[config.mk]
export PLATFORM = sky130hd
export DESIGN_NAME = pyro_channel_sequencer
export DESIGN_NICKNAME = d
export VERILOG_FILES = /design/src/hw/rtl/pcs_pkg.sv /design/src/hw/rtl/pcs_chan_unit.sv /design/src/hw/rtl/pyro_channel_sequencer.sv
export VERILOG_INCLUDE_DIRS = /design/src /design/src/hw/rtl
export SDC_FILE = /design/constraint.sdc
export NUM_CORES = 1
export LEC_CHECK = 0
export ABC_AREA = 0
export BUFFER_PORTS_ARGS = -buffer_cell sky130_fd_sc_hd__buf_2
export CORE_ASPECT_RATIO = 0.6
export CORE_MARGIN = 2
export CORE_UTILIZATION = 50
export CTS_BUF_LIST = sky130_fd_sc_hd__clkbuf_2 sky130_fd_sc_hd__clkbuf_4 sky130_fd_sc_hd__clkbuf_8
export DETAILED_ROUTE_END_ITERATION = 8
export PLACE_DENSITY = 0.67
export SLEW_MARGIN = 20
export SYNTH_ARGS = -nofsm -noshare
export SYNTH_HDL_FRONTEND = slang
export SYNTH_SLANG_ARGS = --single-unit
export TNS_END_PERCENT = 30
[constraint.sdc]
create_clock -name clock -period 30 [get_ports clock]
set_input_delay 3 -clock clock [delete_from_list [all_inputs] [get_ports clock]]
set_output_delay 3 -clock clock [all_outputs]
set_load 0.03 [all_outputs]
[src/hw/rtl/assert_macros.svh]
// Assertion helpers used by the RTL.
`ifndef ASSERT_MACROS_SVH
`define ASSERT_MACROS_SVH

// Same-cycle implication.
`define ASSERT_NOW(lbl, clk, rst, a, b) \
   lbl: assert property (@(posedge clk) disable iff (rst) (a) |-> (b)) \
      else $error("assertion failed");

// Next-cycle implication.
`define ASSERT_NEXT(lbl, clk, rst, a, b) \
   lbl: assert property (@(posedge clk) disable iff (rst) (a) |=> (b)) \
      else $error("assertion failed");

`endif

[src/hw/rtl/pcs_pkg.sv]
`default_nettype none
package pcs_pkg;

   localparam int NUM_CHANNELS = 2;
   localparam int CH_W = (NUM_CHANNELS > 1) ? $clog2(NUM_CHANNELS) : 1;
   localparam int OUT_CH = 2;

   typedef enum logic [2:0] {
      ACT_TICK     = 3'd0,
      ACT_ARM      = 3'd1,
      ACT_DISARM   = 3'd2,
      ACT_LIFTOFF  = 3'd3,
      ACT_BURNOUT  = 3'd4,
      ACT_APOGEE   = 3'd5,
      ACT_LANDING  = 3'd6,
      ACT_TESTFIRE = 3'd7
   } action_type;

   typedef enum logic [2:0] {
      TY_DISABLED = 3'd0,
      TY_DROGUE   = 3'd1,
      TY_MAIN     = 3'd2,
      TY_AIRSTART = 3'd3,
      TY_BURNOUT  = 3'd4
   } chan_kind_type;

   localparam logic [2:0] R_TYPES   = 3'd0;
   localparam logic [2:0] R_DELAY   = 3'd1;
   localparam logic [2:0] R_MAINALT = 3'd2;
   localparam logic [2:0] R_BURNNUM = 3'd3;
   localparam logic [2:0] R_AS_ALT  = 3'd4;
   localparam logic [2:0] R_AS_ANG  = 3'd5;
   localparam logic [2:0] R_AS_VEL  = 3'd6;
   localparam logic [2:0] R_PULSE   = 3'd7;

   typedef struct packed {
      logic        cont;
      logic        firing;
      logic [31:0] fire_start;
      logic        pending;
      logic [31:0] delay_start;
      logic        main_trig;
   } chan_state_type;

   typedef struct packed {
      action_type         action;
      logic [31:0]        now_ms;
      logic               cont_bit;
      logic signed [20:0] altitude_m;
      logic signed [12:0] vertical_velocity;
      logic [8:0]         pitch_abs;
      logic [8:0]         yaw_abs;
      logic [7:0]         burnout_index;
      logic               test_sel;
      logic               live;
      logic               armed_old;
      logic               apogee_seen;
   } chan_ctx_type;

   typedef struct packed {
      logic [2:0]  kind;
      logic [7:0]  delay_s;
      logic [15:0] main_alt;
      logic [7:0]  burn_num;
      logic [15:0] as_alt;
      logic [7:0]  as_ang;
      logic [15:0] as_vel;
      logic [15:0] pulse_ms;
   } chan_cfg_type;

   function automatic logic [15:0] chan_field(logic [31:0] r, logic [CH_W-1:0] ch,
                                             int unsigned w);
      logic [63:0] x;
      x = (64'(r) >> (w * 32'(ch))) & ((64'd1 << w) - 64'd1);
      return x[15:0];
   endfunction

endpackage
`default_nettype wire

[src/hw/rtl/pcs_chan_unit.sv]
`default_nettype none
// Shared per-channel update, used once per channel per item.
module pcs_chan_unit (
   input  pcs_pkg::chan_state_type st_i,
   input  pcs_pkg::chan_ctx_type   ctx_i,
   input  pcs_pkg::chan_cfg_type   cfg_i,
   output pcs_pkg::chan_state_type st_o,
   output logic                    fired_o,
   output logic                    lost_o
);
   logic [31:0] delay_el;
   logic [31:0] fire_el;
   logic [17:0] delay_lim;
   logic        as_ok;
   logic        burn_match;
   pcs_pkg::chan_state_type s;

   assign delay_lim = 18'(cfg_i.delay_s) * 18'd1000;
   assign burn_match = (cfg_i.burn_num == ctx_i.burnout_index);
   assign as_ok = ($signed({ctx_i.altitude_m[20], ctx_i.altitude_m})
          >= $signed({6'b0, cfg_i.as_alt}))
      && ($signed({{4{ctx_i.vertical_velocity[12]}}, ctx_i.vertical_velocity})
          >= $signed({1'b0, cfg_i.as_vel}))
      && (ctx_i.pitch_abs < {1'b0, cfg_i.as_ang})
      && (ctx_i.yaw_abs < {1'b0, cfg_i.as_ang});

   always_comb begin
      s = st_i;
      fired_o = 1'b0;
      lost_o = 1'b0;
      delay_el = ctx_i.now_ms - st_i.delay_start;
      fire_el = 32'd0;
      case (ctx_i.action)
         pcs_pkg::ACT_DISARM, pcs_pkg::ACT_LANDING: begin
            s.firing = 1'b0;
            s.fire_start = 32'd0;
         end
         pcs_pkg::ACT_BURNOUT: begin
            if (ctx_i.live && burn_match) begin
               if (cfg_i.kind == pcs_pkg::TY_BURNOUT ||
                   (cfg_i.kind == pcs_pkg::TY_AIRSTART && as_ok)) begin
                  s.pending = 1'b1;
                  s.delay_start = ctx_i.now_ms;
               end
            end
         end
         pcs_pkg::ACT_APOGEE: begin
            if (ctx_i.live && cfg_i.kind == pcs_pkg::TY_DROGUE) begin
               s.pending = 1'b1;
               s.delay_start = ctx_i.now_ms;
            end
         end
         pcs_pkg::ACT_TESTFIRE: begin
            if (ctx_i.test_sel && !ctx_i.armed_old) begin
               s.firing = 1'b1;
               s.fire_start = ctx_i.now_ms;
               s.pending = 1'b0;
               fired_o = 1'b1;
            end
         end
         pcs_pkg::ACT_TICK: begin
            if (st_i.cont && !ctx_i.cont_bit) begin
               s.firing = 1'b0;
               s.fire_start = 32'd0;
               lost_o = 1'b1;
            end
            s.cont = ctx_i.cont_bit;
            if (ctx_i.live) begin
               if (s.pending && delay_el > {14'd0, delay_lim}) begin
                  s.firing = 1'b1;
                  s.fire_start = ctx_i.now_ms;
                  s.pending = 1'b0;
                  fired_o = 1'b1;
               end
               fire_el = ctx_i.now_ms - s.fire_start;
               if (s.firing && fire_el > {16'd0, cfg_i.pulse_ms}) begin
                  s.firing = 1'b0;
                  s.fire_start = 32'd0;
               end
               if (ctx_i.apogee_seen && cfg_i.kind == pcs_pkg::TY_MAIN && !s.firing &&
                   !s.main_trig &&
                   $signed({ctx_i.altitude_m[20], ctx_i.altitude_m})
                      <= $signed({6'b0, cfg_i.main_alt})) begin
                  s.pending = 1'b1;
                  s.delay_start = ctx_i.now_ms;
                  s.main_trig = 1'b1;
               end
            end
         end
         default: begin
         end
      endcase
      st_o = s;
   end
endmodule
`default_nettype wire

[src/hw/rtl/pyro_channel_sequencer.sv]
`default_nettype none
// Channel | Direction | Contents
// req     | in        | tuser action, tdata item fields
// rsp     | out       | tdata result fields
// csr     | in        | register write, index and data
// An item passes in order through accept, each channel in turn through
// the shared channel unit, then the result register load.
// Reset is synchronous and resets control, channel and config state.
// A stalled result holds the block in its final state; req_tready is low
// from accept until the result is loaded.
`include "assert_macros.svh"
module pyro_channel_sequencer (
   input  logic        clock,
   input  logic        reset,
   input  logic        req_tvalid,
   output logic        req_tready,
   // now_ms, continuity_bits, altitude_m, vertical_velocity, pitch_deg,
   // yaw_deg, burnout_index, test_channel
   input  logic [95:0] req_tdata,
   input  logic [2:0]  req_tuser,   // action
   output logic        rsp_tvalid,
   input  logic        rsp_tready,
   // fet_drive, continuity_now, fired_mask, continuity_lost_mask,
   // all_configured_continuous, is_armed
   output logic [15:0] rsp_tdata,
   input  logic        csr_we,
   input  logic [2:0]  csr_index,
   input  logic [31:0] csr_wdata
);
   localparam int N = pcs_pkg::NUM_CHANNELS;
   localparam int CW = pcs_pkg::CH_W;

   typedef enum logic [1:0] {S_IDLE, S_RUN, S_DONE} state_type;

   state_type state_ff;
   logic [CW-1:0] ch_ff;
   logic [5:0]  types_ff;
   logic [15:0] delay_ff, burnnum_ff, asang_ff, pulse_ff;
   logic [31:0] mainalt_ff, asalt_ff, asvel_ff;
   logic armed_ff, liftoff_ff, apogee_ff;
   pcs_pkg::chan_state_type chs_ff [N];
   pcs_pkg::chan_ctx_type ctx_ff, ctx_in;
   logic [N-1:0] fired_ff, lost_ff;
   logic rsp_valid_ff;
   logic [15:0] rsp_data_ff, rsp_in;
   logic req_tdata_sel_ff;

   pcs_pkg::chan_cfg_type ccfg;
   pcs_pkg::chan_state_type st_new;
   logic fired_bit, lost_bit;
   logic [8:0] pitch_raw, yaw_raw;
   logic accept, csr_hit;

   assign accept = req_tvalid && req_tready;
   assign req_tready = (state_ff == S_IDLE);
   assign rsp_tvalid = rsp_valid_ff;
   assign rsp_tdata = rsp_data_ff;
   assign csr_hit = csr_we;

   assign pitch_raw = req_tdata[76:68];
   assign yaw_raw = req_tdata[85:77];

   always_comb begin
      ctx_in.action = pcs_pkg::action_type'(req_tuser);
      ctx_in.now_ms = req_tdata[31:0];
      ctx_in.cont_bit = req_tdata[32];
      ctx_in.altitude_m = req_tdata[54:34];
      ctx_in.vertical_velocity = req_tdata[67:55];
      ctx_in.pitch_abs = pitch_raw[8] ? 9'(-pitch_raw) : pitch_raw;
      ctx_in.yaw_abs = yaw_raw[8] ? 9'(-yaw_raw) : yaw_raw;
      ctx_in.burnout_index = req_tdata[93:86];
      ctx_in.test_sel = (CW'(req_tdata[94]) == '0);
      ctx_in.live = armed_ff && liftoff_ff;
      ctx_in.armed_old = armed_ff;
      ctx_in.apogee_seen = apogee_ff;
   end

   always_comb begin
      ccfg.kind = 3'(pcs_pkg::chan_field(32'(types_ff), ch_ff, 3));
      if (ccfg.kind > pcs_pkg::TY_BURNOUT) ccfg.kind = pcs_pkg::TY_DISABLED;
      ccfg.delay_s = 8'(pcs_pkg::chan_field(32'(delay_ff), ch_ff, 8));
      ccfg.main_alt = pcs_pkg::chan_field(mainalt_ff, ch_ff, 16);
      ccfg.burn_num = 8'(pcs_pkg::chan_field(32'(burnnum_ff), ch_ff, 8));
      ccfg.as_alt = pcs_pkg::chan_field(asalt_ff, ch_ff, 16);
      ccfg.as_ang = 8'(pcs_pkg::chan_field(32'(asang_ff), ch_ff, 8));
      ccfg.as_vel = pcs_pkg::chan_field(asvel_ff, ch_ff, 16);
      ccfg.pulse_ms = pulse_ff;
   end

   pcs_pkg::chan_ctx_type uctx;
   always_comb begin
      uctx = ctx_ff;
      uctx.cont_bit = ctx_ff.cont_bit;
   end

   pcs_chan_unit u_chan (
      .st_i    (chs_ff[ch_ff]),
      .ctx_i   (uctx),
      .cfg_i   (ccfg),
      .st_o    (st_new),
      .fired_o (fired_bit),
      .lost_o  (lost_bit)
   );

   logic [N-1:0] cont_req_ff;
   logic [1:0] fet_o, cont_o, fired_o, lost_o;
   logic allc;
   logic [2:0] k;

   always_comb begin
      fet_o = '0;
      cont_o = '0;
      fired_o = '0;
      lost_o = '0;
      allc = 1'b1;
      for (int i = 0; i < pcs_pkg::OUT_CH; i++) begin
         if (i < N) begin
            fet_o[i] = chs_ff[i].firing;
            cont_o[i] = chs_ff[i].cont;
            fired_o[i] = fired_ff[i];
            lost_o[i] = lost_ff[i];
         end
      end
      for (int i = 0; i < N; i++) begin
         k = 3'(pcs_pkg::chan_field(32'(types_ff), CW'(i), 3));
         if (k != pcs_pkg::TY_DISABLED && k <= pcs_pkg::TY_BURNOUT && !chs_ff[i].cont)
            allc = 1'b0;
      end
      rsp_in = {6'd0, armed_ff, allc, lost_o, fired_o, cont_o, fet_o};
   end

   always_ff @(posedge clock) begin
      if (reset) begin
         state_ff <= S_IDLE;
         ch_ff <= '0;
         types_ff <= '0;
         delay_ff <= '0;
         mainalt_ff <= '0;
         burnnum_ff <= '0;
         asalt_ff <= '0;
         asang_ff <= '0;
         asvel_ff <= '0;
         pulse_ff <= 16'd1000;
         armed_ff <= 1'b0;
         liftoff_ff <= 1'b0;
         apogee_ff <= 1'b0;
         for (int i = 0; i < N; i++) chs_ff[i] <= '0;
         fired_ff <= '0;
         lost_ff <= '0;
         cont_req_ff <= '0;
         rsp_valid_ff <= 1'b0;
      end else begin
         if (rsp_valid_ff && rsp_tready && state_ff != S_DONE) rsp_valid_ff <= 1'b0;
         if (csr_hit) begin
            unique case (csr_index)
               pcs_pkg::R_TYPES:   types_ff <= csr_wdata[5:0];
               pcs_pkg::R_DELAY:   delay_ff <= csr_wdata[15:0];
               pcs_pkg::R_MAINALT: mainalt_ff <= csr_wdata;
               pcs_pkg::R_BURNNUM: burnnum_ff <= csr_wdata[15:0];
               pcs_pkg::R_AS_ALT:  asalt_ff <= csr_wdata;
               pcs_pkg::R_AS_ANG:  asang_ff <= csr_wdata[15:0];
               pcs_pkg::R_AS_VEL:  asvel_ff <= csr_wdata;
               pcs_pkg::R_PULSE:   pulse_ff <= csr_wdata[15:0];
               default: ;
            endcase
            armed_ff <= 1'b0;
            for (int i = 0; i < N; i++) begin
               chs_ff[i].firing <= 1'b0;
               chs_ff[i].fire_start <= 32'd0;
            end
         end
         unique case (state_ff)
            S_IDLE: begin
               if (accept) begin
                  ctx_ff <= ctx_in;
                  cont_req_ff <= N'(req_tdata[33:32]);
                  ch_ff <= '0;
                  fired_ff <= '0;
                  lost_ff <= '0;
                  case (ctx_in.action)
                     pcs_pkg::ACT_ARM: armed_ff <= 1'b1;
                     pcs_pkg::ACT_DISARM, pcs_pkg::ACT_LANDING: armed_ff <= 1'b0;
                     pcs_pkg::ACT_LIFTOFF: liftoff_ff <= 1'b1;
                     pcs_pkg::ACT_APOGEE: if (ctx_in.live) apogee_ff <= 1'b1;
                     default: ;
                  endcase
                  state_ff <= S_RUN;
               end
            end
            S_RUN: begin
               chs_ff[ch_ff] <= st_new;
               fired_ff[ch_ff] <= fired_bit;
               lost_ff[ch_ff] <= lost_bit;
               if (ch_ff == CW'(N - 1)) begin
                  state_ff <= S_DONE;
               end else begin
                  ch_ff <= ch_ff + 1'b1;
                  ctx_ff.cont_bit <= cont_req_ff[ch_ff + 1'b1];
                  ctx_ff.test_sel <= (CW'(req_tdata_sel_ff) == ch_ff + 1'b1);
               end
            end
            S_DONE: begin
               if (!rsp_valid_ff || rsp_tready) begin
                  rsp_data_ff <= rsp_in;
                  rsp_valid_ff <= 1'b1;
                  state_ff <= S_IDLE;
               end
            end
            default: state_ff <= S_IDLE;
         endcase
      end
   end

   always_ff @(posedge clock) begin
      if (accept) req_tdata_sel_ff <= req_tdata[94];
   end

   `ASSERT_NEXT(a_busy_after_accept, clock, reset, accept, !req_tready)
   `ASSERT_NOW(a_fired_drives, clock, reset, rsp_tvalid,
      (rsp_tdata[5:4] & ~rsp_tdata[1:0]) == 2'b00)
   `ASSERT_NOW(a_lost_not_cont, clock, reset, rsp_tvalid,
      (rsp_tdata[7:6] & rsp_tdata[3:2]) == 2'b00)
endmodule
`default_nettype wire
==> impl_metrics.toml <==
[yosys]
ys_seq_area_share_pct = 39.17
yosysWarnings = 0
syn_area_per_cell_um2 = 8.698
ys_types = 90
synth_area_um2 = 28140
async_flop_share_pct = 0
synth_seq_cells = 427
syn-instance-count = 3235
synth-edff-count = 247
ys_top_cells_by_area = "edfxtp_1 (26%), dfxtp_1 (13%), ha_1 (8.7%), nand2_1 (8.0%), a21oi_1 (6.3%)"
yosysTopAreaCell = "edfxtp_1"
synth.top_cell.area_share_pct = 26.36
ys.flop_type = "edfxtp_1"

[place]
placedCellCount = 3998
numPortBuffers = 149
hpwl_um = 63900
finalWeightedCongestion = 0.9875

[detailed_routing]
antenna_left = 0
routed_wl_um = 91590
drc_errors = 0
drt-initial-drc-count = 3603
drt-pass1-iter-count = 6
viasPerCell = 6.248
via_count = 25767
wl_per_cell_um = 22.21

[worst_hold_path]
hold_depth = 0
hold_path_end = "ctx_ff[0]$_DFFE_PP_"
hold_class = "flip-flop to flip-flop"
worstHoldStart = "apogee_ff$_SDFFE_PP0P_"

[sta]
setup_viol = 0
fmax_ghz = 0.07142
skew_ns = 0.03748
hold_viol = 0
fin_crit_ns = 14.00
drv_slew = 0
holdWs_ns = 0.4417
tns_ns = 0
timing.slew.headroom_pct = 24.55
fin_crit_sh_pct = 46.67
rsz0062_at_grt = "false"
worst_slew_pin_slew_ns = 1.127

[setup_path]
startpoint = "ch_ff$_SDFFE_PP0P_"
r2r_end = "chs_ff[1][32]$_SDFFCE_PN0P_"
max_stage_delay_ns = 0.85
slowest_stage = "a31oi_4"
crit_arrival_ns = 14.49
path_buf_inv = 5
path_class = "flip-flop to flip-flop"
r2r_setup_slack_ns = 16.00
cp_top_family = "compound AO/OA/AOI/OAI gates"
timing.rr.start = "ch_ff$_SDFFE_PP0P_"
crit_path_max_fanout = 66
crit_required_ns = 30.48
timing.reg2reg.worst_path_depth = 45
start_kind = "flip-flop"
worstSetupEndpointType = "flip-flop"

[global_route]
grt_pass1_vias = 24196
grt_use_total_pct = 31.18
grt_pass1_wl_um = 139700
gr-total-overflow = 0
antenna_found_initial = 1
grt_max_degree = 101

[cells_and_area]
fin_cells = 4124
layout_commonest_cell = "nand2_1"
final_cell_mix = "nand2_1 (594), a21oi_1 (353), edfxtp_1 (247)"
drive_above_1_share_pct = 11.56
diodes = 0
area_growth_pct = 10.19
num-nets-final = 3668
final_util_pct = 55.62

[floorplan]
core_area_um2 = 55750
pin_count = 157
die_w_um = 310.3
die_area_um2 = 58250
start_util_pct = 50.47
die_height_um = 187.8
num_rows = 67

[cts]
clock_path_buffers = 3
numCtsBuffers = 69
path_clk_slew_ns = 0.06
insertion_delay_ns = 0.70
cts_hold_buf = 0
htreeDepth = 3
cts_sinks = 427
cts_tree = "done"
cts_root_buf = "clkbuf_8"
post_cts.repair.setup_buffers = 0
cts_resized = 0

[power]
peakVddDrop_mv = 0.03080
power.density_nw_per_um2 = 54.40
leakage_nw = 11.67
p_total_mw = 1.687

[run_status]
status = "completed"

[flow_run]
timing.max_cap.violations = 0
-- cell type report --
class                      count  area [µm²]
clock inverter                33       252.7
fill                        4970       24740
inverter                     101       379.1
tap                          759       949.7
timing repair buffer         206        1196
sequential                   427       11030
multi-input combinational   2505       16010
clock buffer                  93        1192
-- cells by family (layout without fill, tap and decap cells) --
logic type / after synthesis / count (layout) / share of synthesized area (%)
buffers and inverters: 308 / 433 / 4.447
multiplexers: 154 / 154 / 5.510
other: 1 / 6 / 0.01333
AND/OR/NAND/NOR: 1126 / 1126 / 17.56
adder cells (fa/ha/maj): 219 / 219 / 10.35
flip-flops: 427 / 427 / 39.17
AO/OA/AOI/OAI: 925 / 925 / 20.62
XOR/XNOR: 75 / 75 / 2.335
-- power breakdown --
group | internal [mW] | switching, mW
registers | 0.650 | 0.0191
clock network | 0.287 | 0.258
logic | 0.166 | 0.306
total | 1.10 | 0.583
-- cells in the mapped netlist (23+ instances only) --
| cell | number |
|---|---|
| a21o_1 | 31 |
| a21oi_1 | 353 |
| a31oi_1 | 34 |
| clkbuf_1 | 151 |
| dfxtp_1 | 180 |
| edfxtp_1 | 247 |
| fa_1 | 23 |
| ha_1 | 196 |
| inv_1 | 101 |
| mux2i_1 | 147 |
| nand2_1 | 597 |
| nand2b_1 | 27 |
| nand3_1 | 97 |
| nand4_1 | 30 |
| nor2_1 | 208 |
| nor3_1 | 60 |
| o211ai_1 | 38 |
| o21ai_0 | 211 |
| o31ai_1 | 76 |
| o32ai_1 | 25 |
| xnor2_1 | 47 |
| xor2_1 | 28 |
-- flip-flops by register name (all words and copies together), names as in the netlist, named ones only --
register / flops
apogee_ff: 1
liftoff_ff: 1
ctx_ff: 100
mainalt_ff: 32
armed_ff: 1
req_tdata_sel_ff: 1
types_ff: 6
delay_ff: 16
state_ff: 2
rsp_tvalid: 1
lost_ff: 2
asalt_ff: 32
asvel_ff: 32
rsp_tdata: 10
burnnum_ff: 16
cont_req_ff: 2
fired_ff: 2
ch_ff: 1
asang_ff: 16
pulse_ff: 16
chs_ff: 136
-- metal layers --
metal	vias to the layer above	track usage [%]	routed length [µm]
met5	-	0	13
met4	2	10.27	2209
met1	12302	46.71	40580
met3	155	6.736	10660
met2	1395	44.23	38140
li1	11913	-	-
-- worst max path at each step --
stage | cells after the start | to | slack [ns]
finish | 45 | chs_ff[1][32]$_SDFFCE_PN0P_ | 16.00
global route | 45 | chs_ff[1][32]$_SDFFCE_PN0P_ | 15.02
CTS | 45 | chs_ff[0][23]$_SDFFCE_PN0P_ | 16.24
detailed placement | 45 | chs_ff[0][16]$_SDFFCE_PN0P_ | 16.35
global placement | 45 | chs_ff[1][10]$_SDFFCE_PN0P_ | 16.43
floorplan | 56 | chs_ff[0][11]$_SDFFCE_PN0P_ | 18.15
-- metrics by stage --
stage	setup WS, ns	cell area (µm²)
finish	16.00	31000
global route	15.02	31000
CTS	16.24	30980
detailed placement	16.35	29530
global placement	16.43	29500
floorplan	18.15	28160
Note: power is estimated with default switching activity, not from simulation.
